$ cat config.mk
export PLATFORM = sky130hd
export DESIGN_NAME = xml_tag_tokenizer_unit_flat
export DESIGN_NICKNAME = d
export VERILOG_FILES = /design/src/rtl/xtt_pkg.sv /design/src/rtl/xtt_in_if.sv /design/src/rtl/xtt_out_if.sv /design/src/rtl/xml_tag_tokenizer_unit.sv /design/src/flat_wrapper.sv
export SDC_FILE = /design/constraint.sdc
export NUM_CORES = 1
export LEC_CHECK = 0
export BUFFER_PORTS_ARGS = -buffer_cell sky130_fd_sc_hd__buf_4
export CAP_MARGIN = 20
export CORE_MARGIN = 2
export CORE_UTILIZATION = 25
export CTS_CLUSTER_SIZE = 16
export DETAILED_ROUTE_END_ITERATION = 16
export PLACE_DENSITY_LB_ADDON = 0.2
export REMOVE_ABC_BUFFERS = 1
export SLEW_MARGIN = 20
export SYNTH_ARGS = -nofsm -noshare
export SYNTH_HDL_FRONTEND = slang
export SYNTH_SLANG_ARGS = --single-unit
$ cat constraint.sdc
create_clock -name clk -period 3.5 [get_ports clk]
set_input_delay 0.525 -clock clk [delete_from_list [all_inputs] [get_ports clk]]
set_output_delay 0.525 -clock clk [all_outputs]
set_load 0.03 [all_outputs]
$ cat src/rtl/xtt_pkg.sv
// ----------------------------------------------------------------------------
// xtt_pkg
// Types, character codes and byte classes shared by the XML tag tokenizer.
// ----------------------------------------------------------------------------
package xtt_pkg;

  typedef enum logic [4:0] {
    PH_TEXT, PH_LT, PH_BANG, PH_PCOMMENT, PH_PCDATA, PH_COMMENT, PH_PI,
    PH_CDATA, PH_EWS, PH_ENAME, PH_ETAIL, PH_SNAME, PH_BODY, PH_SLASH,
    PH_ANAME, PH_AEQ, PH_AWAIT, PH_AFIRST, PH_AVAL
  } phase_t;

  typedef enum logic [3:0] {
    TK_NONE, TK_TAG_NAME, TK_CLOSE_NAME, TK_ATTR_NAME, TK_ATTR_VALUE,
    TK_START_DONE, TK_EMPTY_DONE, TK_END_DONE, TK_VALUE_CLOSED
  } token_kind_t;

  typedef enum logic [1:0] {
    ST_RUN, ST_ERR_NOW, ST_END_OK, ST_END_ERR
  } status_t;

  localparam logic [7:0] CH_LT     = 8'h3C;
  localparam logic [7:0] CH_GT     = 8'h3E;
  localparam logic [7:0] CH_BANG   = 8'h21;
  localparam logic [7:0] CH_QMARK  = 8'h3F;
  localparam logic [7:0] CH_SLASH  = 8'h2F;
  localparam logic [7:0] CH_DASH   = 8'h2D;
  localparam logic [7:0] CH_LBRACK = 8'h5B;
  localparam logic [7:0] CH_RBRACK = 8'h5D;
  localparam logic [7:0] CH_EQ     = 8'h3D;
  localparam logic [7:0] CH_DQUOTE = 8'h22;
  localparam logic [7:0] CH_SQUOTE = 8'h27;

  // "!--" length, and the count of closing "--" or "]]" bytes before ">"
  localparam logic [2:0] COMMENT_OPEN_LEN = 3'd3;
  localparam logic [1:0] TERM_FULL        = 2'd2;

  function automatic logic is_ws(input logic [7:0] c);
    return c == 8'h20 || c == 8'h09 || c == 8'h0A || c == 8'h0D;
  endfunction

  function automatic logic is_nstart(input logic [7:0] c);
    return (c >= 8'h41 && c <= 8'h5A) || (c >= 8'h61 && c <= 8'h7A) ||
           c == 8'h5F || c == 8'h3A;
  endfunction

  function automatic logic is_nchar(input logic [7:0] c);
    return is_nstart(c) || (c >= 8'h30 && c <= 8'h39) || c == CH_DASH ||
           c == 8'h2E;
  endfunction

  // "![CDATA[" by position
  function automatic logic [7:0] cdata_char(input logic [2:0] k);
    logic [7:0] r;
    unique case (k)
      3'd0: r = CH_BANG;
      3'd1: r = CH_LBRACK;
      3'd2: r = 8'h43;
      3'd3: r = 8'h44;
      3'd4: r = 8'h41;
      3'd5: r = 8'h54;
      3'd6: r = 8'h41;
      default: r = CH_LBRACK;
    endcase
    return r;
  endfunction

endpackage

$ cat src/rtl/xtt_in_if.sv
// ----------------------------------------------------------------------------
// xtt_in_if
// Input channel: one document byte per word.
// ----------------------------------------------------------------------------
interface xtt_in_if;
  logic       valid;
  logic       ready;
  logic [7:0] in_byte;
  logic       doc_last;

  modport source (output valid, in_byte, doc_last, input ready);
  modport sink   (input valid, in_byte, doc_last, output ready);
endinterface

$ cat src/rtl/xtt_out_if.sv
// ----------------------------------------------------------------------------
// xtt_out_if
// Result channel: one token word per document byte.
// ----------------------------------------------------------------------------
interface xtt_out_if;
  logic       valid;
  logic       ready;
  logic [3:0] token_kind;
  logic [7:0] out_byte;
  logic       token_first;
  logic [1:0] status;

  modport source (output valid, token_kind, out_byte, token_first, status,
                  input ready);
  modport sink   (input valid, token_kind, out_byte, token_first, status,
                  output ready);
endinterface

$ cat src/rtl/xml_tag_tokenizer_unit.sv
// ----------------------------------------------------------------------------
// xml_tag_tokenizer_unit
// Streaming tokenizer for a subset of XML, one document byte per word.
// ----------------------------------------------------------------------------
// Takes one byte per clock unless dout stalls and returns one token word per
// byte, in the cycle after the byte is accepted. The parser state update is a
// single combinational step from the state registers and the incoming byte,
// so the sustained rate is one byte per cycle unless dout stalls. A single
// output register holds the result; din.ready is high whenever that register
// is empty or being read in the same cycle. After an error the block stays
// silent until the doc_last byte, which reports the final status and clears all state.
// ----------------------------------------------------------------------------
module xml_tag_tokenizer_unit import xtt_pkg::*; (
  input  logic  clk,
  input  logic  rst,
  xtt_in_if.sink    din,
  xtt_out_if.source dout
);

  phase_t      phase, phase_next;
  logic        quote_single, quote_single_next;
  logic [2:0]  prefix_count, prefix_count_next;
  logic [1:0]  terminator_count, terminator_count_next;
  logic        error_seen, error_seen_next;

  logic        out_valid;
  token_kind_t out_kind;
  logic [7:0]  out_byte;
  logic        out_first;
  status_t     out_status;

  token_kind_t kind;
  logic        first, err;
  status_t     st;
  phase_t      ph_eff;
  logic [7:0]  c;
  logic        accept;

  assign c         = din.in_byte;
  assign din.ready = !out_valid || dout.ready;
  assign accept    = din.valid && din.ready;

  always_comb begin
    ph_eff = phase;
    if (!is_nchar(c)) begin
      if (phase == PH_ENAME) ph_eff = PH_ETAIL;
      if (phase == PH_SNAME) ph_eff = PH_BODY;
      if (phase == PH_ANAME) ph_eff = PH_AEQ;
    end

    phase_next            = ph_eff;
    quote_single_next     = quote_single;
    prefix_count_next     = prefix_count;
    terminator_count_next = terminator_count;
    error_seen_next       = error_seen;
    kind  = TK_NONE;
    first = 1'b0;
    err   = 1'b0;

    if (!error_seen) begin
      unique case (ph_eff)
        PH_TEXT: if (c == CH_LT) phase_next = PH_LT;
        PH_LT: begin
          if (c == CH_BANG) phase_next = PH_BANG;
          else if (c == CH_QMARK) begin
            phase_next = PH_PI;
            terminator_count_next = '0;
          end else if (c == CH_SLASH) phase_next = PH_EWS;
          else if (is_nstart(c)) begin
            phase_next = PH_SNAME;
            kind = TK_TAG_NAME;
            first = 1'b1;
          end else err = 1'b1;
        end
        PH_BANG: begin
          if (c == CH_DASH) begin
            phase_next = PH_PCOMMENT;
            prefix_count_next = 3'd2;
          end else if (c == CH_LBRACK) begin
            phase_next = PH_PCDATA;
            prefix_count_next = 3'd2;
          end else err = 1'b1;
        end
        PH_PCOMMENT: begin
          if (prefix_count >= COMMENT_OPEN_LEN || c != CH_DASH) err = 1'b1;
          else if (prefix_count == COMMENT_OPEN_LEN - 3'd1) begin
            phase_next = PH_COMMENT;
            terminator_count_next = '0;
            prefix_count_next = '0;
          end else prefix_count_next = prefix_count + 3'd1;
        end
        PH_PCDATA: begin
          if (c != cdata_char(prefix_count)) err = 1'b1;
          else if (prefix_count == 3'd7) begin
            phase_next = PH_CDATA;
            terminator_count_next = '0;
            prefix_count_next = '0;
          end else prefix_count_next = prefix_count + 3'd1;
        end
        PH_COMMENT, PH_CDATA: begin
          if (c == ((ph_eff == PH_COMMENT) ? CH_DASH : CH_RBRACK)) begin
            if (terminator_count < TERM_FULL)
              terminator_count_next = terminator_count + 2'd1;
          end else if (c == CH_GT && terminator_count == TERM_FULL) begin
            phase_next = PH_TEXT;
            terminator_count_next = '0;
          end else terminator_count_next = '0;
        end
        PH_PI: begin
          if (c == CH_QMARK) terminator_count_next = 2'd1;
          else if (c == CH_GT && terminator_count == 2'd1) begin
            phase_next = PH_TEXT;
            terminator_count_next = '0;
          end else terminator_count_next = '0;
        end
        PH_EWS: begin
          if (!is_ws(c)) begin
            if (is_nstart(c)) begin
              phase_next = PH_ENAME;
              kind = TK_CLOSE_NAME;
              first = 1'b1;
            end else err = 1'b1;
          end
        end
        PH_ENAME: kind = TK_CLOSE_NAME;
        PH_ETAIL: begin
          if (!is_ws(c)) begin
            if (c == CH_GT) begin
              phase_next = PH_TEXT;
              kind = TK_END_DONE;
            end else err = 1'b1;
          end
        end
        PH_SNAME: kind = TK_TAG_NAME;
        PH_BODY: begin
          if (!is_ws(c)) begin
            if (c == CH_GT) begin
              phase_next = PH_TEXT;
              kind = TK_START_DONE;
            end else if (c == CH_SLASH) phase_next = PH_SLASH;
            else if (is_nstart(c)) begin
              phase_next = PH_ANAME;
              kind = TK_ATTR_NAME;
              first = 1'b1;
            end else err = 1'b1;
          end
        end
        PH_SLASH: begin
          if (c == CH_GT) begin
            phase_next = PH_TEXT;
            kind = TK_EMPTY_DONE;
          end else err = 1'b1;
        end
        PH_ANAME: kind = TK_ATTR_NAME;
        PH_AEQ: begin
          if (!is_ws(c)) begin
            if (c == CH_EQ) phase_next = PH_AWAIT;
            else err = 1'b1;
          end
        end
        PH_AWAIT: begin
          if (!is_ws(c)) begin
            if (c == CH_DQUOTE || c == CH_SQUOTE) begin
              quote_single_next = (c == CH_SQUOTE);
              phase_next = PH_AFIRST;
            end else err = 1'b1;
          end
        end
        PH_AFIRST, PH_AVAL: begin
          if (c == (quote_single ? CH_SQUOTE : CH_DQUOTE)) begin
            phase_next = PH_BODY;
            kind = TK_VALUE_CLOSED;
          end else begin
            kind = TK_ATTR_VALUE;
            first = (ph_eff == PH_AFIRST);
            phase_next = PH_AVAL;
          end
        end
        default: err = 1'b1;
      endcase
    end

    if (err) begin
      error_seen_next = 1'b1;
      kind = TK_NONE;
      first = 1'b0;
    end
    st = err ? ST_ERR_NOW : ST_RUN;

    if (din.doc_last) begin
      if (!error_seen_next && phase_next != PH_TEXT) error_seen_next = 1'b1;
      st = error_seen_next ? ST_END_ERR : ST_END_OK;
      phase_next            = PH_TEXT;
      quote_single_next     = 1'b0;
      prefix_count_next     = '0;
      terminator_count_next = '0;
      error_seen_next       = 1'b0;
    end
  end

  always_ff @(posedge clk) begin
    if (rst) begin
      phase            <= PH_TEXT;
      quote_single     <= 1'b0;
      prefix_count     <= '0;
      terminator_count <= '0;
      error_seen       <= 1'b0;
      out_valid        <= 1'b0;
    end else begin
      if (accept) begin
        phase            <= phase_next;
        quote_single     <= quote_single_next;
        prefix_count     <= prefix_count_next;
        terminator_count <= terminator_count_next;
        error_seen       <= error_seen_next;
        out_valid        <= 1'b1;
      end else if (dout.ready) begin
        out_valid <= 1'b0;
      end
    end
  end

  always_ff @(posedge clk) begin
    if (accept) begin
      out_kind   <= kind;
      out_first  <= first;
      out_status <= st;
      out_byte   <= (kind == TK_TAG_NAME || kind == TK_CLOSE_NAME ||
                     kind == TK_ATTR_NAME || kind == TK_ATTR_VALUE) ? c : 8'h00;
    end
  end

  assign dout.valid       = out_valid;
  assign dout.token_kind  = out_kind;
  assign dout.out_byte    = out_byte;
  assign dout.token_first = out_first;
  assign dout.status      = out_status;

endmodule

$ cat src/flat_wrapper.sv
// flat-port wrapper written by rule: the top's interface ports become plain ports
module xml_tag_tokenizer_unit_flat import xtt_pkg::*;
  (clk, rst, din_valid, din_in_byte, din_doc_last, din_ready, dout_valid, dout_token_kind, dout_out_byte, dout_token_first, dout_status, dout_ready);
  xtt_in_if din_i ();
  xtt_out_if dout_i ();
  input  logic clk;
  input  logic rst;
  input wire logic [$bits(din_i.valid)-1:0] din_valid;
  input wire logic [$bits(din_i.in_byte)-1:0] din_in_byte;
  input wire logic [$bits(din_i.doc_last)-1:0] din_doc_last;
  output wire logic [$bits(din_i.ready)-1:0] din_ready;
  output wire logic [$bits(dout_i.valid)-1:0] dout_valid;
  output wire logic [$bits(dout_i.token_kind)-1:0] dout_token_kind;
  output wire logic [$bits(dout_i.out_byte)-1:0] dout_out_byte;
  output wire logic [$bits(dout_i.token_first)-1:0] dout_token_first;
  output wire logic [$bits(dout_i.status)-1:0] dout_status;
  input wire logic [$bits(dout_i.ready)-1:0] dout_ready;
  assign din_i.valid = din_valid;
  assign din_i.in_byte = din_in_byte;
  assign din_i.doc_last = din_doc_last;
  assign din_ready = din_i.ready;
  assign dout_valid = dout_i.valid;
  assign dout_token_kind = dout_i.token_kind;
  assign dout_out_byte = dout_i.out_byte;
  assign dout_token_first = dout_i.token_first;
  assign dout_status = dout_i.status;
  assign dout_i.ready = dout_ready;
  xml_tag_tokenizer_unit u_core (.clk(clk), .rst(rst), .din(din_i), .dout(dout_i));
endmodule
==> Yosys cells after proc, flatten, opt, wreduce, memory -nomap -nowiden <==
Cells that the tools add are included.
{ "word_totals": {"ff_bits": 28} }
{ "classes": {"n_addsub": 2, "order_cmp": 8, "eq_ne": 64, "mux": 120, "n_reduce_logical": 40} }
{ "op_table": {"columns": ["cell", "n"], "rows": [
  ["5-bit 2-to-1 mux", 34],
  ["8-bit by 6-bit equality test with 1-bit output, second input constant", 12],
  ["5-bit case mux with 14 select lines", 1],
  ["5-bit by 4-bit equality test with 1-bit output, second input constant", 11],
  ["4-bit 2-to-1 mux", 11],
  ["1-bit 2-to-1 mux", 41],
  ["4-bit case mux with 9 select lines", 1],
  ["7-bit case mux with 5 select lines", 1],
  ["3-bit 2-to-1 mux", 11],
  ["2-bit 2-to-1 mux", 13],
  ["8-bit by 4-bit equality test with 1-bit output, second input constant", 3],
  ["5-bit by 3-bit equality test with 1-bit output, second input constant", 4],
  ["8-bit by 7-bit equality test with 1-bit output, second input constant", 2],
  ["8-bit equality test", 2],
  ["8-bit by 7-bit >= comparator with 1-bit output, second input constant", 2],
  ["8-bit by 7-bit <= comparator with 1-bit output, second input constant", 2],
  ["8-bit 2-to-1 mux", 2],
  ["5-bit equality test, second input constant", 3],
  ["1-bit logical OR", 15],
  ["3-bit equality test, second input constant", 4],
  ["1-bit case mux with 11 select lines", 1],
  ["5-bit by 2-bit equality test with 1-bit output, second input constant", 2],
  ["2-bit case mux with 5 select lines", 1],
  ["10-bit AND reduction", 1],
  ["35 further kinds", 54]
]} }

==> Depth between registers and ports, before layout <==
{ "depth": {"depth_word": 23, "ltp_mapped": 12, "depth_no_buf": 11} }

==> Least setup slack after synthesis <==
OpenSTA, ideal clock, no wires.
{ "synth_timing": {"path_kind": "input to register", "start": "in din_in_byte[2]", "end": "reg u_core.out_status[0] (netlist: u_core.dout.status[0]), data pin", "setup_time_ps": 261, "arrival_ps": 2858, "path_slack_ps": 381, "path_stages": 11, "n_path_buf": 2, "path_cell_list": "buf_6 or4_4 o221ai_2 a21o_2 buf_6 nand3_2 a211o_1 a211o_1 a21oi_2 nand3b_1 o32a_1"} }
{ "synth_via": {"elab_chain_cells": 21, "word_cells_on_any_way": 125, "classes_between": "6 x order compare; 39 x eq/ne; 57 x mux; 23 x reduce/logical"} }
{ "synth_rtl": {"columns": ["element", "line", "source"], "rows": [
  ["from (decl)", "flat_wrapper.sv:9", "input wire logic [$bits(din_i.in_byte)-1:0] din_in_byte;"],
  ["8-bit by 7-bit >= comparator with 1-bit output / 8-bit by 7-bit <= comparator with 1-bit output (equally long branches)", "xtt_pkg.sv:43", "return (c >= 8'h41 && c <= 8'h5A) || (c >= 8'h61 && c <= 8'h7A) ||"],
  ["1-bit logical AND", "xtt_pkg.sv:43", null],
  ["1-bit logical OR (2 in series)", "xtt_pkg.sv:43", null],
  ["1-bit logical OR", "xtt_pkg.sv:44", "c == 8'h5F || c == 8'h3A;"],
  ["1-bit logical OR (3 in series)", "xtt_pkg.sv:48", "return is_nstart(c) || (c >= 8'h30 && c <= 8'h39) || c == CH_DASH ||"],
  ["5-bit 2-to-1 mux", "xml_tag_tokenizer_unit.sv:45", "if (!is_nchar(c)) begin"],
  ["5-bit by 3-bit equality test with 1-bit output (tied with other cells)", "xml_tag_tokenizer_unit.sv:61, xml_tag_tokenizer_unit.sv:101", null],
  ["7-bit 2-to-1 mux (tied with other cells)", "xml_tag_tokenizer_unit.sv:101", "if (c == ((ph_eff == PH_COMMENT) ? CH_DASH : CH_RBRACK)) begin"],
  ["(+3 left out)", null, null],
  ["5-bit 2-to-1 mux", "xml_tag_tokenizer_unit.sv:60", "if (!error_seen) begin"],
  ["5-bit nonzero test", "xml_tag_tokenizer_unit.sv:191", "if (!error_seen_next && phase_next != PH_TEXT) error_seen_next = 1'b1;"],
  ["1-bit logical AND", "xml_tag_tokenizer_unit.sv:191", null],
  ["1-bit 2-to-1 mux", "xml_tag_tokenizer_unit.sv:191", null],
  ["1-bit 2-to-1 mux", "xml_tag_tokenizer_unit.sv:190", "if (din.doc_last) begin"],
  ["1-bit 2-to-1 mux", "xml_tag_tokenizer_unit.sv:192", "st = error_seen_next ? ST_END_ERR : ST_END_OK;"],
  ["2-bit 2-to-1 mux *", "xml_tag_tokenizer_unit.sv:190", null],
  ["named net u_core.st[0]", "xml_tag_tokenizer_unit.sv:34", "status_t st;"],
  ["to (signal assigned)", "xml_tag_tokenizer_unit.sv:227", "out_status <= st;"],
  ["to (decl)", "xml_tag_tokenizer_unit.sv:30", "status_t out_status;"]
]} }
The timed path passes the listed nets; every way through them passes the cells marked *. The select of a mux whose other input is x is not followed.
A chain may end at the register's enable or synchronous reset.

==> Worst setup path after layout <==
{ "layout_timing": {"start": "in din_in_byte[6]", "end": "reg u_core.out_status[0] (netlist: u_core.dout.status[0]), data pin"} }
The elaborated chain is that of the path after synthesis.

==> out/results.ini <==
[run_status]
status=finished, final reports clean

[critical_path]
critical_path.max_fanout=11
crit_arrival_ns=3.27
critPathCaptureType=flop
critical_path_required_ns=3.53
r2r-start=u_core.prefix_count[1]
path_class=input pin to flop
critical_path.startpoint_type=input pin
r2r_slack_ns=0.30
crit_start=din_in_byte[6]

[timing]
worst_slew_pin_slew_ns=0.774
slew_headroom_pct=48.1
skew_ns=0.00275
setup_viol=0
period_needed_ns=3.25
fmax_ghz=0.308
timing.final.crit_share_pct=92.8
drv_slew=0
setup_ws_ns=0.253
rsz0062_at_grt=false
hold_viol=0

[route]
routed_wl_um=12600
wire_per_inst_um=20.2
via_per_inst=5.75
drtAntennaViolNets=0
firstDrtPassIters=7
drc=0
vias=3584
drt_iter0_markers=422

[yosys]
synth_cell_type_count=81
syn_area_per_cell_um2=7.47
synth_xor_area_share_pct=1.72
syn-cell-area_um2=3060
ys_ff_latch=28
synth-compound-area-share_pct=31.3
synthArstFlopShare_pct=0
synthMuxAreaShare_pct=0.327
synth_top_family_by_area=simple AND/OR/NAND/NOR gates
yosysWarnings=0
syn_inst=409
synth_top_flop_cell=edfxtp_1
synth-edff-count=15
synth-adder-area-share_pct=3.60
yosysSeqAreaShare_pct=23.3
synth_simple_gate_area_share_pct=33.9

[floorplanning]
core_area_um2=12000
die_w_um=115
fp.dieArea_um2=13100
die_h_um=115
num_rows=40
start_util_pct=25.6
pin_count=30

[global_routing]
grt_max_degree=21
antenna_found_initial=1
use_met2_pct=32.3
met1_usage_pct=24.6
use_met3_pct=3.12
grt_pass1_wl_um=19900
grt_pass1_vias=3567
track_usage_pct=19.6
grt_remaining_overflow=0
busiest_layer=met2

[finish]
final_cell_mix=buf_4 (90), nor2_1 (44), a21oi_1 (36)
fin_nets=497
drive_gt1_share_pct=23.4
fin_cells=623
fillCellCount=1270
final_common_cell=buf_4
syn_to_final_growth_pct=27.1
final_core_util_pct=32.5

[clock_network]
htree_levels=1
cts_root_buffer=clkbuf_16
clkSlewWorstSetupHoldPaths_ns=0.07
cts_buffer_depth=2
numCtsBuffers=3
clock_latency_ns=0.27
postCtsSetupRepairBufs=0
tritoncts=done
clkSinkCount=28

[power_and_ir_drop]
peakVddDrop_v=0.000133
totalPowerFinal_uw=784
power_frac_clock_pct=34.4
seqPwrFrac_pct=45.7
p_leak_nw=1.56
combPwrFrac_pct=19.9
p_sw_uw=215
p_int_uw=569
power_density_nw_per_um2=202
p_sw_share_pct=27.4

[min_path]
worstHoldPathType=flop to flop
hold_start=u_core.quote_single

[place]
gp_congestion=0.965
dp.cells=618
post-place-ws_ns=-0.0410
hpwl_um=10000
port_buffers=29

[flow_run]
cap_viol_max_count=0

critical path, cell delays in order:
cell and delay [ns]:
buf_4 0.16, or3b_1 0.51, o311ai_1 0.46, nor3_1 0.13, a211o_1 0.32, a211o_1 0.26
a211o_1 0.29, a21oi_2 0.16, nand3b_1 0.09, o32a_1 0.35
synthesized netlist by cell type, types with 3 or more instances:
library cell | count | share of area [%]
nor2_1 | 44 | 5.4
a21oi_1 | 36 | 5.9
nand2_1 | 32 | 3.9
clkbuf_1 | 16 | 2.0
edfxtp_1 | 15 | 15
o21ai_0 | 15 | 2.5
nand3_1 | 14 | 2.3
dfxtp_1 | 13 | 8.5
inv_1 | 13 | 1.6
nor3_1 | 13 | 2.1
and2_1 | 12 | 2.5
a211oi_1 | 10 | 2.5
nand2b_1 | 10 | 2.0
ha_1 | 8 | 3.3
nor2b_1 | 8 | 1.6
and3_1 | 7 | 1.4
buf_2 | 7 | 1.1
a211o_1 | 6 | 1.7
nor4_1 | 6 | 1.2
a22oi_1 | 5 | 1.2
o21a_1 | 5 | 1.2
o21ai_1 | 5 | 0.82
a22o_1 | 4 | 1.1
a31oi_1 | 4 | 0.82
nand4_1 | 4 | 0.82
o211ai_1 | 4 | 0.98
o31ai_1 | 4 | 0.98
or2_2 | 4 | 0.82
or3_1 | 4 | 0.82
xnor2_1 | 4 | 1.1
a2111oi_0 | 3 | 0.86
and3b_1 | 3 | 0.86
nor3b_1 | 3 | 0.74
nor4b_1 | 3 | 0.86
o2111ai_1 | 3 | 0.86
o22ai_1 | 3 | 0.61
per-layer routing:
metal / vias up / share of wire, %
met4: 0 / 5.6
met3: 41 / 6.6
met2: 178 / 46
li1: 1687 / -
met1: 1678 / 41
met5: - / 0
registers in the layout, summed over array words and instances (netlist names):
register / cells
u_core.dout.out_byte: 8
u_core.dout.status: 2
u_core.dout.token_first: 1
u_core.dout.token_kind: 4
u_core.dout.valid: 1
u_core.error_seen: 1
u_core.phase: 5
u_core.prefix_count: 3
u_core.quote_single: 1
u_core.terminator_count: 2
worst paths after layout:
path / endpoint / cells after the start
worst max-delay path: u_core.dout.status[0] / 10
worst min register to register: u_core.quote_single / 2
worst min-delay path: u_core.quote_single / 2
worst max register to register: u_core.dout.status[0] / 12
logic make-up after synthesis:
| family | Yosys count |
|---|---|
| AOI/OAI and AO/OA | 138 |
| xor gates and xnor gates | 6 |
| adders and majority gates | 9 |
| buffers and inverters | 41 |
| DFF | 28 |
| muxes | 1 |
| and+or+nand+nor | 186 |
area by class of cell:
class | instances | area [um^2] | area share, %
Antenna cell | 1 | 2.50 | 0.0644
Timing Repair Buffer | 90 | 676 | 17.4
Sequential cell | 28 | 711 | 18.3
Clock buffer | 4 | 78.8 | 2.03
Tap cell | 147 | 184 | 4.74
Inverter | 13 | 48.8 | 1.26
Multi-Input combinational cell | 340 | 2180 | 56.2
metrics by stage:
| stage | setup TNS, ns | area, um^2 | hold WS [ns] |
|---|---|---|---|
| final | 0 | 3880 | 0.486 |
| after global routing | 0 | 3880 | 0.515 |
| after CTS | 0 | 3860 | 0.479 |
| after detailed placement | -0.0410 | 3780 | 0.466 |
| after global placement | -0.0384 | 3780 | 0.455 |
| after floorplan | 0 | 2920 | 0.435 |
power by group through the flow:
stage               Combinational, mW  Sequential [mW]  Clock [mW]
finish                          0.156            0.358       0.270
global route                    0.167            0.359       0.295
CTS                             0.155            0.358       0.284
detailed placement              0.154            0.365           0
global placement                0.154            0.365           0
floorplan                      0.0482            0.383           0
what timing repair did:
item                                    4_1_cts  5_1_grt
hold endpoints to repair                      0        0
gates resized for setup                       1        2
gates cloned                                  0        0
hold buffers                                  0        0
endpoints found under the setup margin        1        1
Power figures use the tool's default switching activity.
